**config.mk**
```make
export PLATFORM = sky130hd
export DESIGN_NAME = key_value_line_parser_core
export DESIGN_NICKNAME = d
export VERILOG_FILES = /design/src/hdl/klp_pkg.sv /design/src/hdl/key_value_line_parser_core.sv /design/src/hdl/klp_fifo.sv /design/src/hdl/klp_front.sv /design/src/hdl/klp_back.sv
export SDC_FILE = /design/constraint.sdc
export NUM_CORES = 1
export LEC_CHECK = 0
export BUFFER_PORTS_ARGS = -buffer_cell sky130_fd_sc_hd__buf_4
export CAP_MARGIN = 15
export CORE_ASPECT_RATIO = 0.7
export CORE_MARGIN = 5
export CORE_UTILIZATION = 25
export CTS_CLUSTER_SIZE = 28
export DETAILED_ROUTE_END_ITERATION = 6
export GPL_TIMING_DRIVEN = 0
export SETUP_SLACK_MARGIN = 0.15
export SYNTH_ARGS = -nofsm -noshare
export SYNTH_HDL_FRONTEND = slang
export SYNTH_SLANG_ARGS = --single-unit
export TNS_END_PERCENT = 5
```
**constraint.sdc**
```tcl
create_clock -name clock -period 10.45 [get_ports clock]
set_input_delay 0.5225 -clock clock [delete_from_list [all_inputs] [get_ports clock]]
set_output_delay 0.5225 -clock clock [all_outputs]
set_load 0.005 [all_outputs]
```
**src/hdl/klp_pkg.sv**
```systemverilog
// Shared types and constants for the key/value line parser.
// Used by the parser's front end, back end and top level; depends on nothing.
`default_nettype none

package klp_pkg;

   localparam int KEY_WIDTH_DEF   = 32;
   localparam int QUEUE_DEPTH_DEF = 2;

   localparam logic [7:0] CH_NUL     = 8'h00;
   localparam logic [7:0] CH_TAB     = 8'h09;
   localparam logic [7:0] CH_NEWLINE = 8'h0A;
   localparam logic [7:0] CH_CR      = 8'h0D;
   localparam logic [7:0] CH_SPACE   = 8'h20;
   localparam logic [7:0] CH_DQUOTE  = 8'h22;
   localparam logic [7:0] CH_SQUOTE  = 8'h27;
   localparam logic [7:0] CH_PLUS    = 8'h2B;
   localparam logic [7:0] CH_COMMA   = 8'h2C;
   localparam logic [7:0] CH_MINUS   = 8'h2D;
   localparam logic [7:0] CH_ZERO    = 8'h30;
   localparam logic [7:0] CH_NINE    = 8'h39;

   // Byte classes produced by the front end.
   typedef enum logic [3:0] {
      CLS_END,
      CLS_NUL,
      CLS_COMMA,
      CLS_BLANK,
      CLS_SPACE,
      CLS_PLUS,
      CLS_MINUS,
      CLS_DIGIT,
      CLS_QUOTE,
      CLS_OTHER
   } klp_class_type;

   typedef enum logic [2:0] {
      PH_SKIP,
      PH_SIGNED,
      PH_DIGITS,
      PH_SEEK,
      PH_BLANKS,
      PH_VALUE,
      PH_DONE
   } klp_phase_type;

   localparam logic KIND_VALUE = 1'b0;
   localparam logic KIND_LINE  = 1'b1;

   localparam logic STATUS_OK       = 1'b0;
   localparam logic STATUS_NO_COMMA = 1'b1;

   typedef struct packed {
      klp_class_type cls;
      logic [7:0]    char_byte;
      logic [3:0]    digit;
   } klp_item_type;

   typedef struct packed {
      logic               kind;
      logic [7:0]         value_byte;
      logic signed [31:0] key;
      logic               status;
   } klp_rsp_type;

endpackage

`default_nettype wire

```
**src/hdl/key_value_line_parser_core.sv**
```systemverilog
// Parser for load lines "<key>, <value>": one byte word in, value bytes and a line summary out.
// Top level; depends on klp_pkg, klp_front, klp_fifo and klp_back.
//
// The parser takes one byte word per clock while neither queue is full; the back end updates
// its state once per word, where the key accumulates through a shift-and-add multiply by ten.
// A word is registered in the item queue, handled by the back end when it reaches the head,
// and any result it causes is registered in the result queue before it can be popped. A short
// queue sits between the classifying front end and the back end, and another holds results,
// so the queues absorb stalls on either side until they fill; the back end also waits whenever
// the result queue is full. Each end marker word yields one line result carrying the key and a
// status flag for a missing comma, then the parser is ready for the next line.
`default_nettype none

module key_value_line_parser_core #(
   parameter int KEY_WIDTH   = klp_pkg::KEY_WIDTH_DEF,
   parameter int QUEUE_DEPTH = klp_pkg::QUEUE_DEPTH_DEF
) (
   input  wire logic        clock,
   input  wire logic        reset,
   input  wire logic        req_push,
   output logic             req_full,
   input  wire logic [7:0]  req_char_byte,
   input  wire logic        req_is_end,
   output logic             rsp_empty,
   input  wire logic        rsp_pop,
   output logic             rsp_kind,
   output logic [7:0]       rsp_value_byte,
   output logic signed [31:0] rsp_key,
   output logic             rsp_status
);

   localparam int ITEM_W = $bits(klp_pkg::klp_item_type);
   localparam int RSP_W  = $bits(klp_pkg::klp_rsp_type);

   klp_pkg::klp_item_type front_item;
   klp_pkg::klp_item_type back_item;
   klp_pkg::klp_rsp_type  back_rsp;
   klp_pkg::klp_rsp_type  head_rsp;
   logic                  front_push;
   logic                  item_full;
   logic                  item_empty;
   logic                  item_pop;
   logic                  rsp_push;
   logic                  rsp_full;
   logic [ITEM_W-1:0]     item_head_bits;
   logic [RSP_W-1:0]      rsp_head_bits;

   klp_front u_front (
      .req_push      (req_push),
      .req_full      (req_full),
      .req_char_byte (req_char_byte),
      .req_is_end    (req_is_end),
      .queue_full    (item_full),
      .queue_push    (front_push),
      .queue_item    (front_item)
   );

   klp_fifo #(
      .WIDTH (ITEM_W),
      .DEPTH (QUEUE_DEPTH)
   ) u_item_queue (
      .clock     (clock),
      .reset     (reset),
      .push      (front_push),
      .push_data (front_item),
      .full      (item_full),
      .pop       (item_pop),
      .pop_data  (item_head_bits),
      .empty     (item_empty)
   );

   assign back_item = klp_pkg::klp_item_type'(item_head_bits);

   klp_back #(
      .KEY_WIDTH (KEY_WIDTH)
   ) u_back (
      .clock      (clock),
      .reset      (reset),
      .item_empty (item_empty),
      .item       (back_item),
      .item_pop   (item_pop),
      .rsp_full   (rsp_full),
      .rsp_push   (rsp_push),
      .rsp_data   (back_rsp)
   );

   klp_fifo #(
      .WIDTH (RSP_W),
      .DEPTH (QUEUE_DEPTH)
   ) u_rsp_queue (
      .clock     (clock),
      .reset     (reset),
      .push      (rsp_push),
      .push_data (back_rsp),
      .full      (rsp_full),
      .pop       (rsp_pop),
      .pop_data  (rsp_head_bits),
      .empty     (rsp_empty)
   );

   assign head_rsp       = klp_pkg::klp_rsp_type'(rsp_head_bits);
   assign rsp_kind       = head_rsp.kind;
   assign rsp_value_byte = head_rsp.value_byte;
   assign rsp_key        = head_rsp.key;
   assign rsp_status     = head_rsp.status;

endmodule

`default_nettype wire

```
**src/hdl/klp_fifo.sv**
```systemverilog
// Small first-in first-out queue built from flip-flops.
// Generic; used between the front and back ends and on the result side.
`default_nettype none

module klp_fifo #(
   parameter int WIDTH = 8,
   parameter int DEPTH = 2
) (
   input  wire logic             clock,
   input  wire logic             reset,
   input  wire logic             push,
   input  wire logic [WIDTH-1:0] push_data,
   output logic                  full,
   input  wire logic             pop,
   output logic [WIDTH-1:0]      pop_data,
   output logic                  empty
);

   localparam int PTR_W = (DEPTH > 1) ? $clog2(DEPTH) : 1;
   localparam int CNT_W = $clog2(DEPTH + 1);

   logic [WIDTH-1:0] mem_ff [DEPTH];
   logic [PTR_W-1:0] wr_ptr_ff, wr_ptr_in;
   logic [PTR_W-1:0] rd_ptr_ff, rd_ptr_in;
   logic [CNT_W-1:0] count_ff, count_in;
   logic             do_push, do_pop;

   assign full     = (count_ff == CNT_W'(DEPTH));
   assign empty    = (count_ff == '0);
   assign do_push  = push && !full;
   assign do_pop   = pop && !empty;
   assign pop_data = mem_ff[rd_ptr_ff];

   always_comb begin
      wr_ptr_in = wr_ptr_ff;
      rd_ptr_in = rd_ptr_ff;
      count_in  = count_ff;
      if (do_push) begin
         wr_ptr_in = (wr_ptr_ff == PTR_W'(DEPTH - 1)) ? '0 : wr_ptr_ff + 1'b1;
      end
      if (do_pop) begin
         rd_ptr_in = (rd_ptr_ff == PTR_W'(DEPTH - 1)) ? '0 : rd_ptr_ff + 1'b1;
      end
      if (do_push && !do_pop) begin
         count_in = count_ff + 1'b1;
      end else if (do_pop && !do_push) begin
         count_in = count_ff - 1'b1;
      end
   end

   always_ff @(posedge clock) begin
      if (reset) begin
         wr_ptr_ff <= '0;
         rd_ptr_ff <= '0;
         count_ff  <= '0;
      end else begin
         wr_ptr_ff <= wr_ptr_in;
         rd_ptr_ff <= rd_ptr_in;
         count_ff  <= count_in;
      end
   end

   always_ff @(posedge clock) begin
      if (do_push) begin
         mem_ff[wr_ptr_ff] <= push_data;
      end
   end

endmodule

`default_nettype wire

```
**src/hdl/klp_front.sv**
```systemverilog
// Front end of the parser: takes words from the input channel and classifies each byte.
// Depends on klp_pkg; feeds the queue in front of the back end.
`default_nettype none

module klp_front (
   input  wire logic          req_push,
   output logic               req_full,
   input  wire logic [7:0]    req_char_byte,
   input  wire logic          req_is_end,
   input  wire logic          queue_full,
   output logic               queue_push,
   output klp_pkg::klp_item_type queue_item
);

   klp_pkg::klp_class_type cls;

   assign req_full   = queue_full;
   assign queue_push = req_push && !queue_full;

   always_comb begin
      priority if (req_is_end) begin
         cls = klp_pkg::CLS_END;
      end else if (req_char_byte == klp_pkg::CH_NUL) begin
         cls = klp_pkg::CLS_NUL;
      end else if (req_char_byte == klp_pkg::CH_COMMA) begin
         cls = klp_pkg::CLS_COMMA;
      end else if (req_char_byte == klp_pkg::CH_SPACE || req_char_byte == klp_pkg::CH_TAB) begin
         cls = klp_pkg::CLS_BLANK;
      end else if (req_char_byte > klp_pkg::CH_TAB && req_char_byte <= klp_pkg::CH_CR) begin
         // Newline, vertical tab, form feed and carriage return count as whitespace.
         cls = klp_pkg::CLS_SPACE;
      end else if (req_char_byte == klp_pkg::CH_PLUS) begin
         cls = klp_pkg::CLS_PLUS;
      end else if (req_char_byte == klp_pkg::CH_MINUS) begin
         cls = klp_pkg::CLS_MINUS;
      end else if (req_char_byte >= klp_pkg::CH_ZERO && req_char_byte <= klp_pkg::CH_NINE) begin
         cls = klp_pkg::CLS_DIGIT;
      end else if (req_char_byte == klp_pkg::CH_SQUOTE || req_char_byte == klp_pkg::CH_DQUOTE) begin
         cls = klp_pkg::CLS_QUOTE;
      end else begin
         cls = klp_pkg::CLS_OTHER;
      end
   end

   always_comb begin
      queue_item.cls       = cls;
      queue_item.char_byte = req_char_byte;
      queue_item.digit     = 4'(req_char_byte - klp_pkg::CH_ZERO);
   end

endmodule

`default_nettype wire

```
**src/hdl/klp_back.sv**
```systemverilog
// Back end of the parser: runs the line state machine on classified bytes.
// Depends on klp_pkg; reads the front queue and writes the result queue.
`default_nettype none

module klp_back #(
   parameter int KEY_WIDTH = klp_pkg::KEY_WIDTH_DEF
) (
   input  wire logic                 clock,
   input  wire logic                 reset,
   input  wire logic                 item_empty,
   input  wire klp_pkg::klp_item_type item,
   output logic                      item_pop,
   input  wire logic                 rsp_full,
   output logic                      rsp_push,
   output klp_pkg::klp_rsp_type      rsp_data
);

   klp_pkg::klp_phase_type phase_ff, phase_in;
   logic [KEY_WIDTH-1:0]   key_accum_ff, key_accum_in;
   logic                   key_negative_ff, key_negative_in;
   logic [7:0]             delimiter_ff, delimiter_in;
   logic                   string_ended_ff, string_ended_in;

   logic                   fire;
   logic                   is_end;
   logic                   live;
   logic                   in_key_part;
   logic [KEY_WIDTH-1:0]   key_times_ten;
   logic [KEY_WIDTH-1:0]   key_final;
   logic [KEY_WIDTH+31:0]  key_extended;

   assign fire   = !item_empty && !rsp_full;
   assign item_pop = fire;
   assign is_end = (item.cls == klp_pkg::CLS_END);
   assign live   = fire && !is_end && !string_ended_ff && (item.cls != klp_pkg::CLS_NUL);
   assign in_key_part = (phase_ff == klp_pkg::PH_SKIP) || (phase_ff == klp_pkg::PH_SIGNED) ||
                        (phase_ff == klp_pkg::PH_DIGITS) || (phase_ff == klp_pkg::PH_SEEK);

   assign key_times_ten = (key_accum_ff << 3) + (key_accum_ff << 1) + KEY_WIDTH'(item.digit);
   assign key_final     = key_negative_ff ? ('0 - key_accum_ff) : key_accum_ff;
   assign key_extended  = {{32{key_final[KEY_WIDTH-1]}}, key_final};

   // Next state.
   always_comb begin
      phase_in        = phase_ff;
      key_accum_in    = key_accum_ff;
      key_negative_in = key_negative_ff;
      delimiter_in    = delimiter_ff;
      string_ended_in = string_ended_ff;
      if (fire && is_end) begin
         phase_in        = klp_pkg::PH_SKIP;
         key_accum_in    = '0;
         key_negative_in = 1'b0;
         delimiter_in    = klp_pkg::CH_NEWLINE;
         string_ended_in = 1'b0;
      end else if (fire && !string_ended_ff && item.cls == klp_pkg::CLS_NUL) begin
         string_ended_in = 1'b1;
      end else if (live) begin
         if (in_key_part && item.cls == klp_pkg::CLS_COMMA) begin
            phase_in = klp_pkg::PH_BLANKS;
         end else begin
            unique case (phase_ff)
               klp_pkg::PH_SKIP: begin
                  if (item.cls == klp_pkg::CLS_PLUS || item.cls == klp_pkg::CLS_MINUS) begin
                     key_negative_in = (item.cls == klp_pkg::CLS_MINUS);
                     phase_in        = klp_pkg::PH_SIGNED;
                  end else if (item.cls == klp_pkg::CLS_DIGIT) begin
                     key_accum_in = KEY_WIDTH'(item.digit);
                     phase_in     = klp_pkg::PH_DIGITS;
                  end else if (item.cls != klp_pkg::CLS_BLANK &&
                               item.cls != klp_pkg::CLS_SPACE) begin
                     phase_in = klp_pkg::PH_SEEK;
                  end
               end
               klp_pkg::PH_SIGNED, klp_pkg::PH_DIGITS: begin
                  if (item.cls == klp_pkg::CLS_DIGIT) begin
                     key_accum_in = key_times_ten;
                     phase_in     = klp_pkg::PH_DIGITS;
                  end else begin
                     phase_in = klp_pkg::PH_SEEK;
                  end
               end
               klp_pkg::PH_BLANKS: begin
                  if (item.cls == klp_pkg::CLS_QUOTE) begin
                     delimiter_in = item.char_byte;
                     phase_in     = klp_pkg::PH_VALUE;
                  end else if (item.cls != klp_pkg::CLS_BLANK) begin
                     // An unquoted value runs to the next newline.
                     delimiter_in = klp_pkg::CH_NEWLINE;
                     phase_in = (item.char_byte == klp_pkg::CH_NEWLINE) ?
                                klp_pkg::PH_DONE : klp_pkg::PH_VALUE;
                  end
               end
               klp_pkg::PH_VALUE: begin
                  if (item.char_byte == delimiter_ff) begin
                     phase_in = klp_pkg::PH_DONE;
                  end
               end
               default: begin
               end
            endcase
         end
      end
   end

   // Outputs.
   always_comb begin
      rsp_push = 1'b0;
      rsp_data = '0;
      if (fire && is_end) begin
         rsp_push        = 1'b1;
         rsp_data.kind   = klp_pkg::KIND_LINE;
         rsp_data.key    = key_extended[31:0];
         rsp_data.status = in_key_part ? klp_pkg::STATUS_NO_COMMA : klp_pkg::STATUS_OK;
      end else if (live) begin
         if ((phase_ff == klp_pkg::PH_BLANKS && item.cls != klp_pkg::CLS_BLANK &&
              item.cls != klp_pkg::CLS_QUOTE && item.char_byte != klp_pkg::CH_NEWLINE) ||
             (phase_ff == klp_pkg::PH_VALUE && item.char_byte != delimiter_ff)) begin
            rsp_push            = 1'b1;
            rsp_data.kind       = klp_pkg::KIND_VALUE;
            rsp_data.value_byte = item.char_byte;
         end
      end
   end

   always_ff @(posedge clock) begin
      if (reset) begin
         phase_ff        <= klp_pkg::PH_SKIP;
         key_accum_ff    <= '0;
         key_negative_ff <= 1'b0;
         delimiter_ff    <= klp_pkg::CH_NEWLINE;
         string_ended_ff <= 1'b0;
      end else begin
         phase_ff        <= phase_in;
         key_accum_ff    <= key_accum_in;
         key_negative_ff <= key_negative_in;
         delimiter_ff    <= delimiter_in;
         string_ended_ff <= string_ended_in;
      end
   end

   a_end_clears_line: assert property (@(posedge clock) disable iff (reset)
      (fire && is_end) |=> (phase_ff == klp_pkg::PH_SKIP && !string_ended_ff &&
                            key_accum_ff == '0))
      else $error("line state not cleared after end marker");

   a_push_has_room: assert property (@(posedge clock) disable iff (reset)
      rsp_push |-> (!rsp_full && fire))
      else $error("result written without room or without an item");

   a_value_stays_in_value: assert property (@(posedge clock) disable iff (reset)
      (rsp_push && rsp_data.kind == klp_pkg::KIND_VALUE) |=> (phase_ff == klp_pkg::PH_VALUE))
      else $error("value byte emitted outside the value phase");

   a_ended_holds: assert property (@(posedge clock) disable iff (reset)
      (string_ended_ff && !(fire && is_end)) |=> string_ended_ff)
      else $error("end of text flag dropped before the end marker");

   a_ended_silent: assert property (@(posedge clock) disable iff (reset)
      (string_ended_ff && !is_end) |-> !rsp_push)
      else $error("output produced after end of text");

endmodule

`default_nettype wire

```
Yosys cells after proc, flatten, opt, wreduce, memory -nomap -nowiden --
Memory sizes are Yosys's and may differ from the RTL's. A register that Yosys moved wholly into a read port is not among the register bits. Index checks and enable logic that the tools add are counted.
Storage, ports and cells: logic and storage cells 173, bits of input ports 13, output and inout bits 44, flip-flop bits (word level) 53, latch bits 0, bits in writable memories 116, memories 2, bits in read-only memories 0
Memory list:
- u_rsp_queue.mem_ff | words 2, bits a word 42, rd ports 1, clocked after memory_dff 1, wr ports 1, line klp_fifo.sv:22 | logic [WIDTH-1:0] mem_ff [DEPTH];
- u_item_queue.mem_ff | words 2, bits a word 16, rd ports 1, clocked after memory_dff 1, wr ports 1, line klp_fifo.sv:22
Cells by class: eq/ne operators 34, multiply operators 0, divide/modulo/power cells 0, reductions and logical operators 57, bitwise gates (word level) 2, multiplexer cells 51, shifts and indexed selects 0, magnitude comparators 4, add/sub/neg operators 12
Operator list (number):
- $mux 32 | 4
- $pmux 32 s2 | 1
- $eq 8x6->1 const B | 6
- $mux 8 | 5
- $mux 33 | 1
- $add 32x32->32 | 1
- $add 32x4->32 | 1
- $mux 4 | 8
- $sub 1x32->32 const A | 1
- $logic_and 1x1->1 | 24
- $mux 3 | 7
- $mux 1 | 19
- $eq 8x4->1 const B | 2
- $eq 4x3->1 const B | 3
- $pmux 3 s4 | 1
- $logic_not 1->1 | 10
- $mux 2 | 5
- $reduce_and 5->1 | 2
- $eq 8x8->1 | 1
- $ge 8x6->1 const B | 1
- $gt 8x4->1 const B | 1
- $le 8x4->1 const B | 1
- $le 8x6->1 const B | 1
- $logic_not 8->1 | 1
- 31 further kinds | 53

Depth between registers and ports, before layout --
depth in word-level cells 13, gate-level depth with buffers 16, depth with buffers taken out 15

By module --
A second synthesis with hierarchy kept.
Unflattened totals: cell total of the unflattened synthesis 888, area, all modules 9600.5 um^2
By module, submodules not included:
- klp_back | seq. area each 900.9 um^2, cells each 617, instances 1, area each 4692.0 um^2
- klp_fifo (u_rsp_queue) | seq. area each 2622.5 um^2, cells each 156, instances 1, area each 3238.1 um^2
- klp_fifo (u_item_queue) | seq. area each 1061.0 um^2, cells each 75, instances 1, area each 1368.8 um^2
- klp_front | seq. area each 0.0 um^2, cells each 40, instances 1, area each 301.5 um^2

Worst setup path before layout --
Ideal clock, no wire load.
path kind flip-flop to flip-flop, from register (tool-made name), to memory u_rsp_queue.mem_ff[0][0] (netlist bit) (enable), required time 9.995 ns, arrival time 3.981 ns, cell stages (with the launch flop) 9, slack 6.014 ns, buffers on the path 2, library setup time 0.455 ns, period minus slack after synthesis 4.436 ns, cells stage by stage dfxtp_1 -> buf_4 -> buf_6 -> mux2i_1 -> xnor2_1 -> nor4_1 -> a211oi_1 -> o221ai_4 -> a21oi_1
RTL lines (line):
- end, declared | klp_fifo.sv:22

==> metrics.txt <==
setup total negative slack 0 ns; worst hold start req_char_byte[3]; Avg Cell Area, Syn approximately 11 µm²; DP Wirelength approximately 16 mm; core area around 36000 µm²; sequential-to-total area share from yosys stat a little under half; Yosys reg bits 163; Reg area 4340 µm²; vias in the first global route 6460; Slew @ Worst Pin 0.976 ns; Post-Synthesis Cells 866; Horiz. Die Dim 239 µm; kind of critical path reg2reg; Post-synth EDFFs approximately 110; Power per Cell Area 176 nW/µm²; antenna-violating nets left 0; final number of hold-violating endpoints 0; WP data required approximately 11 ns; Mapped Area just over 9000 µm²; Synth Net Count 942; VDD IR-drop max 0.000125 V; PortBufs 56; CP endpoint kind register; maxcap violations 0; max-slew violation count 0; # fillers roughly 3.7k; WL per Instance 15.1 µm; Die Span Y 170 µm; routed vias 6742; FFs w/ async S/R, synth 0%; CP max FO 10; share of cells above drive strength 1 16.0%; data arrival time of the worst path 4.57 ns; die area 40600 µm²; GR Util All Layers 10.9%; setup bufs post-CTS 0; Fin Clk Skew 0.00992 ns; WL final roughly 22 mm; CTS buffer count 17; leakage power between 4 and 5 nW; fin crit share between 40% and 50%; run status finished clean; IO Pins 57; initial antenna violation count 0; Ys Warns 0; NumNets Final between 1k and 1.5k; fmax between 200 and 250 MHz; Placement Rows 58; placed cell count 1404; P&R area growth vs syn 18.2%; vias per std cell 4.69; antenna cells 0; path depth of the worst reg2reg path 14; worst-skew pair later-pin latency 0.44 ns; cts hold-fix bufs 0; clk slew on worst S/H paths 0.06 ns; Synth cell types 70; r2r setup slk 6.20 ns; GPL Wtd Cong 0.884; Synth Flop Type edfxtp_1; Iter 0 DRT Violations just under 500; Startpoint Class register; CTS resizes 0; Final setup viols 0; H-tree levels 4; CTS tree yes; Slew HR 34.7%; Min-Delay Path Class in2reg; Residual DRC 0; Num Clock Sinks 163; Initial Util about a quarter; hold path cells 1; RSZ-0062 raised after global routing false; Longest Clk Path Bufs 2; grt ovf 0; first-pass GRT wire length 34.9 mm; area of the multi-input gates around 4600 µm²; Finished Layout Cells 1436; drt first pass iters 5; Crit Reg-Reg Endpoint u_back.key_accum_ff[31]$_SDFFE_PP0P_; pin count of the biggest net entering global routing 25; Worst Hold Endpoint u_item_queue.mem_ff[0][7]$_DFFE_PP_; Root Buffer clkbuf_16; minimum clock period 4.25 ns
==> worst max-delay path, stage by stage, from the launching register on <==
cell and delay (ns):
dfxtp_1 0.39, buf_4 0.22, mux2i_2 0.47, fa_1 0.55
inv_1 0.08, ha_1 0.24, a211oi_1 0.29, o21ai_0 0.19
a21oi_1 0.29, o211ai_1 0.23, a31oi_1 0.44, o311ai_0 0.27
a21oi_1 0.25, xnor2_1 0.14, o21ai_1 0.07
==> flip-flops by register name, summed over array words and instances (netlist names), named ones only <==
| name | cells |
|---|---|
| u_item_queue.wr_ptr_ff | 1 |
| u_rsp_queue.rd_ptr_ff | 1 |
| u_rsp_queue.mem_ff | 84 |
| u_item_queue.count_ff | 2 |
| u_back.delimiter_ff | 8 |
| u_item_queue.mem_ff | 24 |
| u_back.string_ended_ff | 1 |
| u_rsp_queue.wr_ptr_ff | 1 |
| u_rsp_queue.count_ff | 2 |
| u_item_queue.rd_ptr_ff | 1 |
| u_back.phase_ff | 3 |
| u_back.key_accum_ff | 32 |
| u_back.key_negative_ff | 1 |
==> report_power, final <==
group | leakage, nW | internal (mW) | switching (mW)
combinational | 2.46 | 0.223 | 0.286
sequential | 1.43 | 0.735 | 0.0271
clock | 0.285 | 0.375 | 0.257
==> synthesized netlist by cell type (10+ instances only) <==
cell,number,area (µm²)
dfxtp_1,55,1100
o21ai_0,40,200
nand3_1,13,65.1
nand2_1,54,203
a22oi_1,10,75.1
xor2_1,49,429
inv_1,26,97.6
nor2_1,102,383
mux2i_1,10,100
o21ai_1,12,60.1
nor3_1,17,85.1
xnor2_1,28,245
clkbuf_1,30,113
a21oi_1,53,265
mux2_2,44,495
ha_1,61,763
edfxtp_1,108,3240
a21o_1,13,97.6
==> final cells by class <==
| cell class | count | share of cell area (%) |
|---|---|---|
| plain buffers | 37 | 1.42 |
| clock buffers | 19 | 4.00 |
| clock inverters | 13 | 1.47 |
| inverters | 26 | 0.903 |
| multi-input cells | 640 | 42.2 |
| flip-flops and latches | 163 | 40.2 |
| well taps | 480 | 5.55 |
| repair buffers | 58 | 4.26 |
==> placed cells by master (no fill, tap or decap), types with 7 or more instances in the layout <==
master	Yosys	final
a22oi_1	10	10
nor3_1	17	17
inv_1	26	26
or3_1	8	8
nor2b_1	8	8
a21o_1	13	13
edfxtp_1	108	108
nand2_1	54	54
o21ai_0	40	40
nand2b_1	8	8
xnor2_1	28	28
nor2_1	102	102
o31ai_1	8	8
mux2_2	44	44
buf_4	1	57
xor2_1	49	49
a21oi_1	53	52
clkbuf_1	30	32
mux2i_1	10	10
o21ai_1	12	12
clkbuf_16	0	17
ha_1	61	61
a211oi_1	8	8
o41ai_1	7	7
nand3_1	13	13
dfxtp_1	55	55
==> through the flow <==
stage               worst slack [ns]  instance area, µm²  hold WS, ns  util (%)  total power, mW
global placement                3.95               10200        0.448      28.3             1.28
CTS                             6.23               10800        0.263      30.0             1.93
detailed placement              6.23               10200        0.450      28.4             1.29
floorplan                       6.01                9150        0.437         -             1.10
global route                    5.90               10800        0.267      30.0             2.01
finish                          6.20               10800        0.284      30.0             1.90
==> cell families after synthesis <==
kind of cell | after synthesis | synth area share [%]
compound gates | 194 | 13.7
xor+xnor | 77 | 7.37
fa+ha+maj | 63 | 8.78
buf+inv | 63 | 2.75
flops | 163 | 47.5
mux | 56 | 6.81
simple gates | 250 | 13.1
==> how the worst max path moves through the flow <==
| stage | from | end | slack [ns] |
|---|---|---|---|
| 6_report | register | u_back.key_accum_ff[31]$_SDFFE_PP0P_ | 6.20 |
| 5_1_grt | register | u_back.key_accum_ff[31]$_SDFFE_PP0P_ | 5.90 |
| 4_1_cts | register | u_back.key_accum_ff[29]$_SDFFE_PP0P_ | 6.23 |
| 3_5_place_dp | register | u_back.key_accum_ff[29]$_SDFFE_PP0P_ | 6.23 |
| 3_3_place_gp | register | u_rsp_queue.mem_ff[0][14]$_DFFE_PP_ | 3.95 |
| 2_1_floorplan | register | u_rsp_queue.mem_ff[0][0]$_DFFE_PP_ | 6.01 |
==> metal layers <==
metal	GRT usage (%)	share of wire [%]
met1	15.3	51
met2	16.3	43
met3	2.82	4.8
met5	0	0
met4	3.54	1.8
Power figures use the tool's default switching activity.
